--- config.mk ---
export PLATFORM = sky130hd
export DESIGN_NAME = spiral_strip_index_generator
export DESIGN_NICKNAME = d
export VERILOG_FILES = /design/src/rtl/ssig_pkg.sv /design/src/rtl/spiral_strip_index_generator.sv /design/src/rtl/ssig_in_reg.sv /design/src/rtl/ssig_step.sv /design/src/rtl/ssig_out_reg.sv
export SDC_FILE = /design/constraint.sdc
export NUM_CORES = 1
export LEC_CHECK = 0
export BUFFER_PORTS_ARGS = -buffer_cell sky130_fd_sc_hd__clkbuf_2
export CORE_UTILIZATION = 55
export DETAILED_ROUTE_END_ITERATION = 8
export PLACE_DENSITY = 0.88
export SLEW_MARGIN = 10
export SYNTH_ARGS = -nofsm -noshare
export SYNTH_HDL_FRONTEND = slang
export SYNTH_HIERARCHICAL = 1
export SYNTH_SLANG_ARGS = --single-unit
--- constraint.sdc ---
create_clock -name clock -period 3.8 [get_ports clock]
set_input_delay 0.38 -clock clock [delete_from_list [all_inputs] [get_ports clock]]
set_output_delay 0.38 -clock clock [all_outputs]
set_load 0.01 [all_outputs]
--- src/rtl/ssig_pkg.sv ---
// Shared types and constants for the spiral strip index generator.
// No dependencies; imported by every module of the block.
`timescale 1ns / 1ps

package ssig_pkg;

   localparam int GRID_W      = 9;
   localparam int INDEX_W     = 16;
   localparam int COUNT_W     = 10;
   localparam int PAIR_W      = 9;
   localparam int PHASE_W     = 2;
   localparam int REQ_TDATA_W = 8;
   localparam int RSP_TDATA_W = 16;

   localparam logic [GRID_W-1:0] GRID_RESET = 9'd66;

   typedef enum logic [2:0] {
      KIND_FIRST  = 3'd0,
      KIND_SECOND = 3'd1,
      KIND_PAIR_A = 3'd2,
      KIND_PAIR_B = 3'd3,
      KIND_REPEAT = 3'd4
   } step_kind_type;

   typedef enum logic [PHASE_W-1:0] {
      PHASE_RIGHT = 2'd0,
      PHASE_DOWN  = 2'd1,
      PHASE_LEFT  = 2'd2,
      PHASE_UP    = 2'd3
   } phase_type;

   typedef struct packed {
      logic [INDEX_W-1:0] vertex_index;
      logic               last;
   } rsp_type;

endpackage

--- src/rtl/spiral_strip_index_generator.sv ---
// Spiral strip index generator: emits one vertex index of an inward-spiraling
// triangle strip over an N by N grid per request transaction; tlast marks the
// final index, after which (or on restart) the strip begins again at 0. It
// takes one request per cycle while the output is not stalled; a taken request
// is held in the input register, and when it fires the walk-state update loads
// its result into the result register. A stalled result holds the input
// register, so requests wait only while the output is full. grid_size is
// written through csr_we/csr_wdata (reset 66); the user must write it only
// while no transaction is in flight, as the block itself does not enforce it.
// Depends on ssig_pkg and the ssig_in_reg, ssig_step and ssig_out_reg modules.
`timescale 1ns / 1ps

module spiral_strip_index_generator (
   input  logic                              clock,
   input  logic                              reset,
   input  logic                              req_tvalid,
   output logic                              req_tready,
   input  logic [ssig_pkg::REQ_TDATA_W-1:0]  req_tdata,   // [0] restart
   output logic                              rsp_tvalid,
   input  logic                              rsp_tready,
   output logic [ssig_pkg::RSP_TDATA_W-1:0]  rsp_tdata,   // [15:0] vertex_index
   output logic                              rsp_tlast,
   input  logic                              csr_we,
   input  logic [ssig_pkg::GRID_W-1:0]       csr_wdata    // grid_size
);
   import ssig_pkg::*;

   logic [GRID_W-1:0] grid_size_ff, grid_size_in;
   logic              fire, restart, out_ready;
   rsp_type           result;

   assign grid_size_in = csr_we ? csr_wdata : grid_size_ff;

   always_ff @(posedge clock) begin
      if (reset) begin
         grid_size_ff <= GRID_RESET;
      end else begin
         grid_size_ff <= grid_size_in;
      end
   end

   ssig_in_reg u_in_reg (
      .clock       (clock),
      .reset       (reset),
      .req_tvalid  (req_tvalid),
      .req_tready  (req_tready),
      .req_restart (req_tdata[0]),
      .out_ready   (out_ready),
      .fire        (fire),
      .restart     (restart)
   );

   ssig_step u_step (
      .clock     (clock),
      .reset     (reset),
      .fire      (fire),
      .restart   (restart),
      .grid_size (grid_size_ff),
      .result    (result)
   );

   ssig_out_reg u_out_reg (
      .clock      (clock),
      .reset      (reset),
      .fire       (fire),
      .result     (result),
      .out_ready  (out_ready),
      .rsp_tvalid (rsp_tvalid),
      .rsp_tready (rsp_tready),
      .rsp_tdata  (rsp_tdata),
      .rsp_tlast  (rsp_tlast)
   );

endmodule

--- src/rtl/ssig_in_reg.sv ---
// Request input register with pass-through ready.
// Depends on ssig_pkg.
`timescale 1ns / 1ps

module ssig_in_reg (
   input  logic clock,
   input  logic reset,
   input  logic req_tvalid,
   output logic req_tready,
   input  logic req_restart,
   input  logic out_ready,
   output logic fire,
   output logic restart
);
   import ssig_pkg::*;

   logic valid_ff, valid_in;
   logic restart_ff, restart_in;

   assign fire       = valid_ff && out_ready;
   assign req_tready = !valid_ff || out_ready;
   assign restart    = restart_ff;

   always_comb begin
      valid_in   = valid_ff;
      restart_in = restart_ff;
      if (req_tready) begin
         valid_in   = req_tvalid;
         restart_in = req_restart;
      end
   end

   always_ff @(posedge clock) begin
      if (reset) begin
         valid_ff <= 1'b0;
      end else begin
         valid_ff <= valid_in;
      end
   end

   always_ff @(posedge clock) begin
      restart_ff <= restart_in;
   end

endmodule

--- src/rtl/ssig_step.sv ---
// Spiral walk state and next-index logic, one index per fired transaction.
// Depends on ssig_pkg.
`timescale 1ns / 1ps

module ssig_step (
   input  logic                          clock,
   input  logic                          reset,
   input  logic                          fire,
   input  logic                          restart,
   input  logic [ssig_pkg::GRID_W-1:0]   grid_size,
   output ssig_pkg::rsp_type             result
);
   import ssig_pkg::*;

   step_kind_type               kind_ff, kind_in, kind;
   phase_type                   phase_ff, phase_in;
   logic signed [COUNT_W-1:0]   count_ff, count_in, count_next;
   logic [PAIR_W-1:0]           pair_ff, pair_in;
   logic [INDEX_W-1:0]          h0_ff, h1_ff, h2_ff;
   logic [INDEX_W-1:0]          delta, value;
   logic                        last;
   logic                        count_pos;

   always_comb begin
      unique case (phase_ff)
         PHASE_RIGHT: delta = 16'h0001;
         PHASE_DOWN:  delta = {7'd0, grid_size};
         PHASE_LEFT:  delta = 16'hFFFF;
         PHASE_UP:    delta = 16'h0000 - {7'd0, grid_size};
         default:     delta = 16'h0001;
      endcase
   end

   always_comb begin
      kind       = restart ? KIND_FIRST : kind_ff;
      kind_in    = kind_ff;
      phase_in   = phase_ff;
      count_in   = count_ff;
      pair_in    = pair_ff;
      count_next = count_ff;
      count_pos  = 1'b0;
      value      = '0;
      last       = 1'b0;
      unique case (kind)
         KIND_SECOND: begin
            value      = {7'd0, grid_size};
            count_next = $signed({1'b0, grid_size} - 10'd1);
            count_in   = count_next;
            phase_in   = PHASE_RIGHT;
            count_pos  = !count_next[COUNT_W-1] && (count_next != '0);
            pair_in    = '0;
            if (count_pos) begin
               kind_in = KIND_PAIR_A;
            end else begin
               last    = 1'b1;
               kind_in = KIND_FIRST;
            end
         end
         KIND_PAIR_A: begin
            value   = h1_ff + delta;
            kind_in = KIND_PAIR_B;
         end
         KIND_PAIR_B: begin
            value   = h1_ff + delta;
            pair_in = pair_ff + 9'd1;
            if ($signed({2'b00, pair_in}) < $signed({count_ff[COUNT_W-1], count_ff})) begin
               kind_in = KIND_PAIR_A;
            end else begin
               kind_in = KIND_REPEAT;
            end
         end
         KIND_REPEAT: begin
            value = h2_ff;
            if (phase_ff == PHASE_RIGHT || phase_ff == PHASE_LEFT) begin
               count_next = count_ff - 10'sd1;
            end
            count_in  = count_next;
            count_pos = !count_next[COUNT_W-1] && (count_next != '0);
            pair_in   = '0;
            if (phase_ff == PHASE_UP) begin
               phase_in = PHASE_RIGHT;
               if (count_pos) begin
                  kind_in = KIND_PAIR_A;
               end else begin
                  last    = 1'b1;
                  kind_in = KIND_FIRST;
               end
            end else begin
               phase_in = phase_type'(phase_ff + 2'd1);
               kind_in  = count_pos ? KIND_PAIR_A : KIND_REPEAT;
            end
         end
         default: begin
            value   = '0;
            kind_in = KIND_SECOND;
         end
      endcase
   end

   assign result.vertex_index = value;
   assign result.last         = last;

   always_ff @(posedge clock) begin
      if (reset) begin
         kind_ff  <= KIND_FIRST;
         phase_ff <= PHASE_RIGHT;
         count_ff <= $signed({1'b0, GRID_RESET} - 10'd1);
         pair_ff  <= '0;
         h0_ff    <= '0;
         h1_ff    <= '0;
         h2_ff    <= '0;
      end else if (fire) begin
         kind_ff  <= kind_in;
         phase_ff <= phase_in;
         count_ff <= count_in;
         pair_ff  <= pair_in;
         h0_ff    <= value;
         h1_ff    <= h0_ff;
         h2_ff    <= h1_ff;
      end
   end

endmodule

--- src/rtl/ssig_out_reg.sv ---
// Response output register; holds a result until the sink takes it.
// Depends on ssig_pkg.
`timescale 1ns / 1ps

module ssig_out_reg (
   input  logic                              clock,
   input  logic                              reset,
   input  logic                              fire,
   input  ssig_pkg::rsp_type                 result,
   output logic                              out_ready,
   output logic                              rsp_tvalid,
   input  logic                              rsp_tready,
   output logic [ssig_pkg::RSP_TDATA_W-1:0]  rsp_tdata,
   output logic                              rsp_tlast
);
   import ssig_pkg::*;

   logic    valid_ff, valid_in;
   rsp_type data_ff;

   assign out_ready  = !valid_ff || rsp_tready;
   assign rsp_tvalid = valid_ff;
   assign rsp_tdata  = data_ff.vertex_index;
   assign rsp_tlast  = data_ff.last;

   always_comb begin
      valid_in = valid_ff;
      if (fire) begin
         valid_in = 1'b1;
      end else if (rsp_tready) begin
         valid_in = 1'b0;
      end
   end

   always_ff @(posedge clock) begin
      if (reset) begin
         valid_ff <= 1'b0;
      end else begin
         valid_ff <= valid_in;
      end
   end

   always_ff @(posedge clock) begin
      if (fire) begin
         data_ff <= result;
      end
   end

endmodule

== Word-level counts from Yosys, hierarchy flattened ==
Index checks and enable logic that the tools add are counted.

* Bits in registers: 101
* Bits of input ports: 22
* Output and inout port bits: 19
* Word-level logic and storage cells: 68

* Add/sub/neg operators: 6
* $lt $le $gt $ge: 1
* Eq/ne operators: 7
* Muxes and demuxes: 21
* Reductions and logical operators: 20

{| class="wikitable"
|+ Operators by type and width
! cell !! count
|-
| 16-bit case mux with 4 select lines || 1
|-
| 16-bit case mux with 3 select lines || 1
|-
| 10-bit two-way mux || 2
|-
| 10-bit case mux with 2 select lines || 1
|-
| 10-bit nonzero test || 2
|-
| 9-bit case mux with 2 select lines || 1
|-
| 16-bit adder || 1
|-
| 3-bit two-way mux || 4
|-
| 3-bit case mux with 4 select lines || 1
|-
| 10-bit < comparator || 1
|-
| 1-bit by 9-bit subtractor with 10-bit output, first input constant || 1
|-
| 10-bit by 2-bit subtractor with 10-bit output, second input constant || 1
|-
| 9-bit by 1-bit subtractor with 10-bit output, second input constant || 1
|-
| 9-bit by 1-bit adder with 9-bit output, second input constant || 1
|-
| 3-bit by 2-bit equality test with 1-bit output, second input constant || 2
|-
| 2-bit two-way mux || 3
|-
| 2-bit nonzero test || 3
|-
| 1-bit two-way mux || 5
|-
| 2-bit equality test, second input constant || 2
|-
| 1-bit zero test || 4
|-
| 2-bit case mux with 2 select lines || 1
|-
| 2-bit AND reduction || 2
|-
| 2-bit OR reduction || 2
|-
| 3-bit by 1-bit equality test with 1-bit output, second input constant || 1
|-
| other kinds (7) || 11
|}

== Depth between registers and ports, before layout ==
* Depth after elaboration: 9
* Mapped depth: 16

== Cells and area by module ==
Netlist, hierarchy kept.

{| class="wikitable"
|+ Modules (own cells, without submodules)
! module !! times used !! cells an instance !! area each (sq um) !! seq. area each (sq um)
|-
| ssig_step || 1 || 562 || 4,514.3 || 1,441.4
|-
| ssig_out_reg || 1 || 21 || 556.8 || 530.5
|-
| spiral_strip_index_generator || 1 || 29 || 326.6 || 180.2
|-
| ssig_in_reg || 1 || 6 || 83.8 || 50.0
|}

== Worst setup path after synthesis ==
OpenSTA, ideal clock, no wires.

* Kind: flip-flop to flip-flop
* From: register grid_size_ff[4]
* To: register u_out_reg.data_ff, in the netlist u_out_reg/rsp_tdata[15] (data pin)
* Setup time: 0.268 ns
* Data arrival time: 3.396 ns
* Setup slack: 0.136 ns
* Stages on the path, launching flop included: 12
* Path buffers: 0
* Clock period less this slack: 3.664 ns
* Cells stage by stage: dfxtp_1 -> or4_4 -> or3_1 -> or4_4 -> a31o_1 -> ha_1 -> a21o_1 -> a211o_1 -> a31oi_1 -> o21ai_0 -> xnor2_1 -> o21ai_0

{| class="wikitable"
|+ RTL lines
! item !! RTL line !! RTL
|-
| from (decl) || spiral_strip_index_generator.sv:28 || <nowiki>logic [GRID_W-1:0] grid_size_ff, grid_size_in;</nowiki>
|-
| from (signal assigned) || spiral_strip_index_generator.sv:38 || <nowiki>grid_size_ff <= grid_size_in;</nowiki>
|-
| to (signal assigned) || ssig_out_reg.sv:45 || <nowiki>data_ff <= result;</nowiki>
|-
| to (decl) || ssig_out_reg.sv:19 || <nowiki>rsp_type data_ff;</nowiki>
|}

==> flow_summary.yaml <==
cts:
  clkTransAtPathRegs_ps: 90
  clock_path_buffers: 2
  clockRootBuffer: "clkbuf_8"
  cts_inserted_buffers: 9
  cts_tree: "yes"
  cts_max_level: 3
  post_cts_buffers: 0
  cts_hold_buffers: 0
  worstSkewPairLatency_ps: 370
  clock_sinks: 101
synthesis:
  muxShareOfSynthArea_pct: 7.85
  synth_area_um2: 5480
  synth_fp_nets: 672
  synth_cells: 618
  synth_top_area_cell: "dfxtp_1"
  seq_area_frac_synth_pct: 40.2
  synth_top_area_share_pct: 30.3
  synthFlopType: "dfxtp_1"
  synth_fa_ha_area_share_pct: 7.44
  synth_area_leaders: "dfxtp_1 30%, edfxtp_1 9.9%, mux2i_1 7.9%, nor2_1 7.1%, ha_1 7.1%"
  synth-compound-area-share_pct: 17.8
  synthArstFlopShare_pct: 0
  syn_area_per_cell_um2: 8.87
  synth-xor-area-share_pct: 4.47
  synth-simple-area-share_pct: 17.6
  ys_types: 63
  synth_edf_count: 18
  synth_top_family_by_area: "compound AO/OA/AOI/OAI gates"
  synth.ff_latch_count: 101
  synth_warnings: 6
cells_and_area:
  num-fill-cells: 822
  multi_input_area_um2: 3060
  seq_area_um2: 2200
  area_growth_pct: 10.9
  num_antenna_cells: 0
  drive_above_1_share_pct: 13.2
  layout.nets: 701
  mostFrequentLayoutCells: "103 x nor2_1, 83 x dfxtp_1, 43 x mux2i_1"
  final_common_cell: "nor2_1"
sta:
  period_share_pct: 97.0
  grt_setup_unrepaired: "yes"
  fin_skew_ps: 12.2
  whs_ps: 193
  setup_slack_ps: 115
  finalMaxSlewViolations: 0
  hold_violations: 0
  setup_violations: 0
  relSlewSlack_pct: 34.4
  fmax_mhz: 271
  worst_pin_slew_ps: 984
  fin_crit_ps: 3690
pwr:
  ir_worst_vdd_mv: 0.265
  p_sw_share_pct: 24.5
  seqPwrFrac_pct: 54.4
  p_comb_share_pct: 9.5
  p_switching_w: 0.000514
  leakagePower_nw: 2.52
  power_w: 0.00210
  power.share.clock_pct: 36.1
  p_int_w: 0.00159
  powerDensity_nw_per_um2: 346
grt:
  grt_pass1_vias: 4390
  top_usage_layer: "met2"
  grt-ovfl-total: 0
  grt_pass1_wl_um: 20800
  grt_usage_pct: 25.5
  met1_usage_pct: 32.6
  grt_use_met3_pct: 5.06
  antenna_found_initial: 0
  grt_max_degree: 48
  use_met2_pct: 43.0
floorplanning:
  die_h_um: 102
  initial_core_util_pct: 56.3
  dieArea_um2: 10400
  rows: 36
  core_area_um2: 9730
  die_w_um: 102
  ios: 41
setup_path:
  crit_cells: 14
  critPathMaxFanout: 3
  cp_common_cell: "o21ai_0"
  arrival_ps: 3790
  critical-path-top-delay-family: "simple AND/OR/NAND/NOR gates"
  path_class: "flop to flop"
  path_cells: "or4_4 > or3_1 > or2_2 > xor2_1 > a221oi_1 > nor2_1 > ha_1 > nand3_2 > a21oi_1 > a211o_1 > a31oi_4 > o21ai_0 > xnor2_1 > o21ai_0"
  slowest_delay_ps: 540
  ff2ff_path_depth: 14
  crit_path_end_kind: "flop"
  cp-start-kind: "flop"
  worstPathRequired_ps: 3900
  cp_num_buf_inv: 0
  cp_slowest_cell: "or4_4"
run:
  drv_cap: 0
detailed_routing:
  wl_per_cell_um: 16.4
  drt_first_pass_iters: 5
  drt_iter0_drc: 427
  drc: 0
  wl_um: 12900
  vias_per_cell: 5.97
  via_count: 4685
  ant_nets: 0
hold_path:
  hold_path_depth: 1
  hp-class: "input port to flop"
outcome:
  status: "complete, no violations"
place:
  dpl.hpwl_um: 9090
  place_congestion: 0.941
  portBuffers: 33
  dp_slack_ps: -16.8
cells in the mapped netlist, types with 4 or more instances:
library cell,number
a22oi_1,5
xnor2_1,17
edfxtp_1,18
a221oi_1,7
inv_1,30
buf_1,5
o21a_1,9
dfxtp_1,83
or3_1,4
and3_1,6
ha_1,31
nor3_1,9
a211oi_1,12
clkbuf_1,25
a21o_1,7
o21ai_0,35
mux2i_1,43
nand3_1,10
nor2_1,104
a222oi_1,6
nand2_1,34
a21oi_1,29
nand3b_1,6
xor2_1,11
nand4_1,4
a31oi_1,5
worst reg2reg max path, cell delays in order (launching register included):
cell and delay (ps):
dfxtp_1 320, or4_4 540, or3_1 340, or2_2 290, xor2_1 170, a221oi_1 270, nor2_1 80, ha_1 330
nand3_2 100, a21oi_1 60, a211o_1 310, a31oi_4 190, o21ai_0 130, xnor2_1 190, o21ai_0 110
cell type report:
cell class              instances  area share [%]
flip-flops and latches        101            36.2
clock buffers                  11            2.33
multi-input cells             453            50.4
repair buffers                 52            5.06
well taps                     133            2.74
clock inverters                 5            1.38
inverters                      30            1.85
state kept, by name, summed over array words and instances, names as in the netlist:
name / cells
u_out_reg/rsp_tdata: 16
u_step/h0_ff: 16
u_step/h1_ff: 16
u_step/h2_ff: 16
u_step/count_ff: 10
grid_size_ff: 9
u_step/pair_ff: 9
u_step/kind_ff: 3
u_step/phase_ff: 2
u_in_reg/restart: 1
u_in_reg/valid_ff: 1
u_out_reg/rsp_tlast: 1
u_out_reg/rsp_tvalid: 1
power groups by stage:
stage	registers (W)	clock network (W)	logic, W
floorplan	0.00117	0	0.000131
detailed placement	0.00117	0	0.000195
global placement	0.00116	0	0.000187
CTS	0.00114	0.000770	0.000197
global route	0.00115	0.000821	0.000216
finish	0.00114	0.000758	0.000200
metrics by stage:
step | setup TNS (ps) | utilization (%) | std cells | instance area [µm²]
final | 0 | 62.5 | 785 | 6080
after global routing | -26.6 | 62.5 | 785 | 6080
after CTS | 0 | 62.2 | 785 | 6050
after detailed placement | -23.6 | 59.8 | 769 | 5820
after global placement | 0 | 59.8 | 769 | 5820
after floorplan | 0 | - | 618 | 5480
worst paths after layout:
kind | to | slack (ps) | startpoint
max | u_out_reg/rsp_tdata[15] | 110 | grid_size_ff[4]
max reg2reg | u_out_reg/rsp_tdata[15] | 110 | grid_size_ff[4]
min | u_in_reg/restart | 190 | req_tdata[0]
min reg2reg | u_step/h0_ff[4] | 470 | u_step/h0_ff[4]
repair_timing:
item	CTS	global route
pin swaps	0	3
gates cloned	0	0
gates resized for setup	1	8
endpoints found under the setup margin	5	10
cells by family (layout without fill, tap and decap cells):
logic type,after synthesis,count (layout)
AOI/OAI and AO/OA,145,145
xor gates and xnor gates,28,28
adders and majority gates,32,32
buffers and inverters,64,98
DFF,101,101
muxes,43,43
and+or+nand+nor,205,205
per-layer routing:
metal,share of wire [%],vias up
met5,0,-
met4,2.2,0
met3,4.2,23
met2,49,142
met1,45,2256
li1,-,2264
Power figures use the tool's default switching activity.
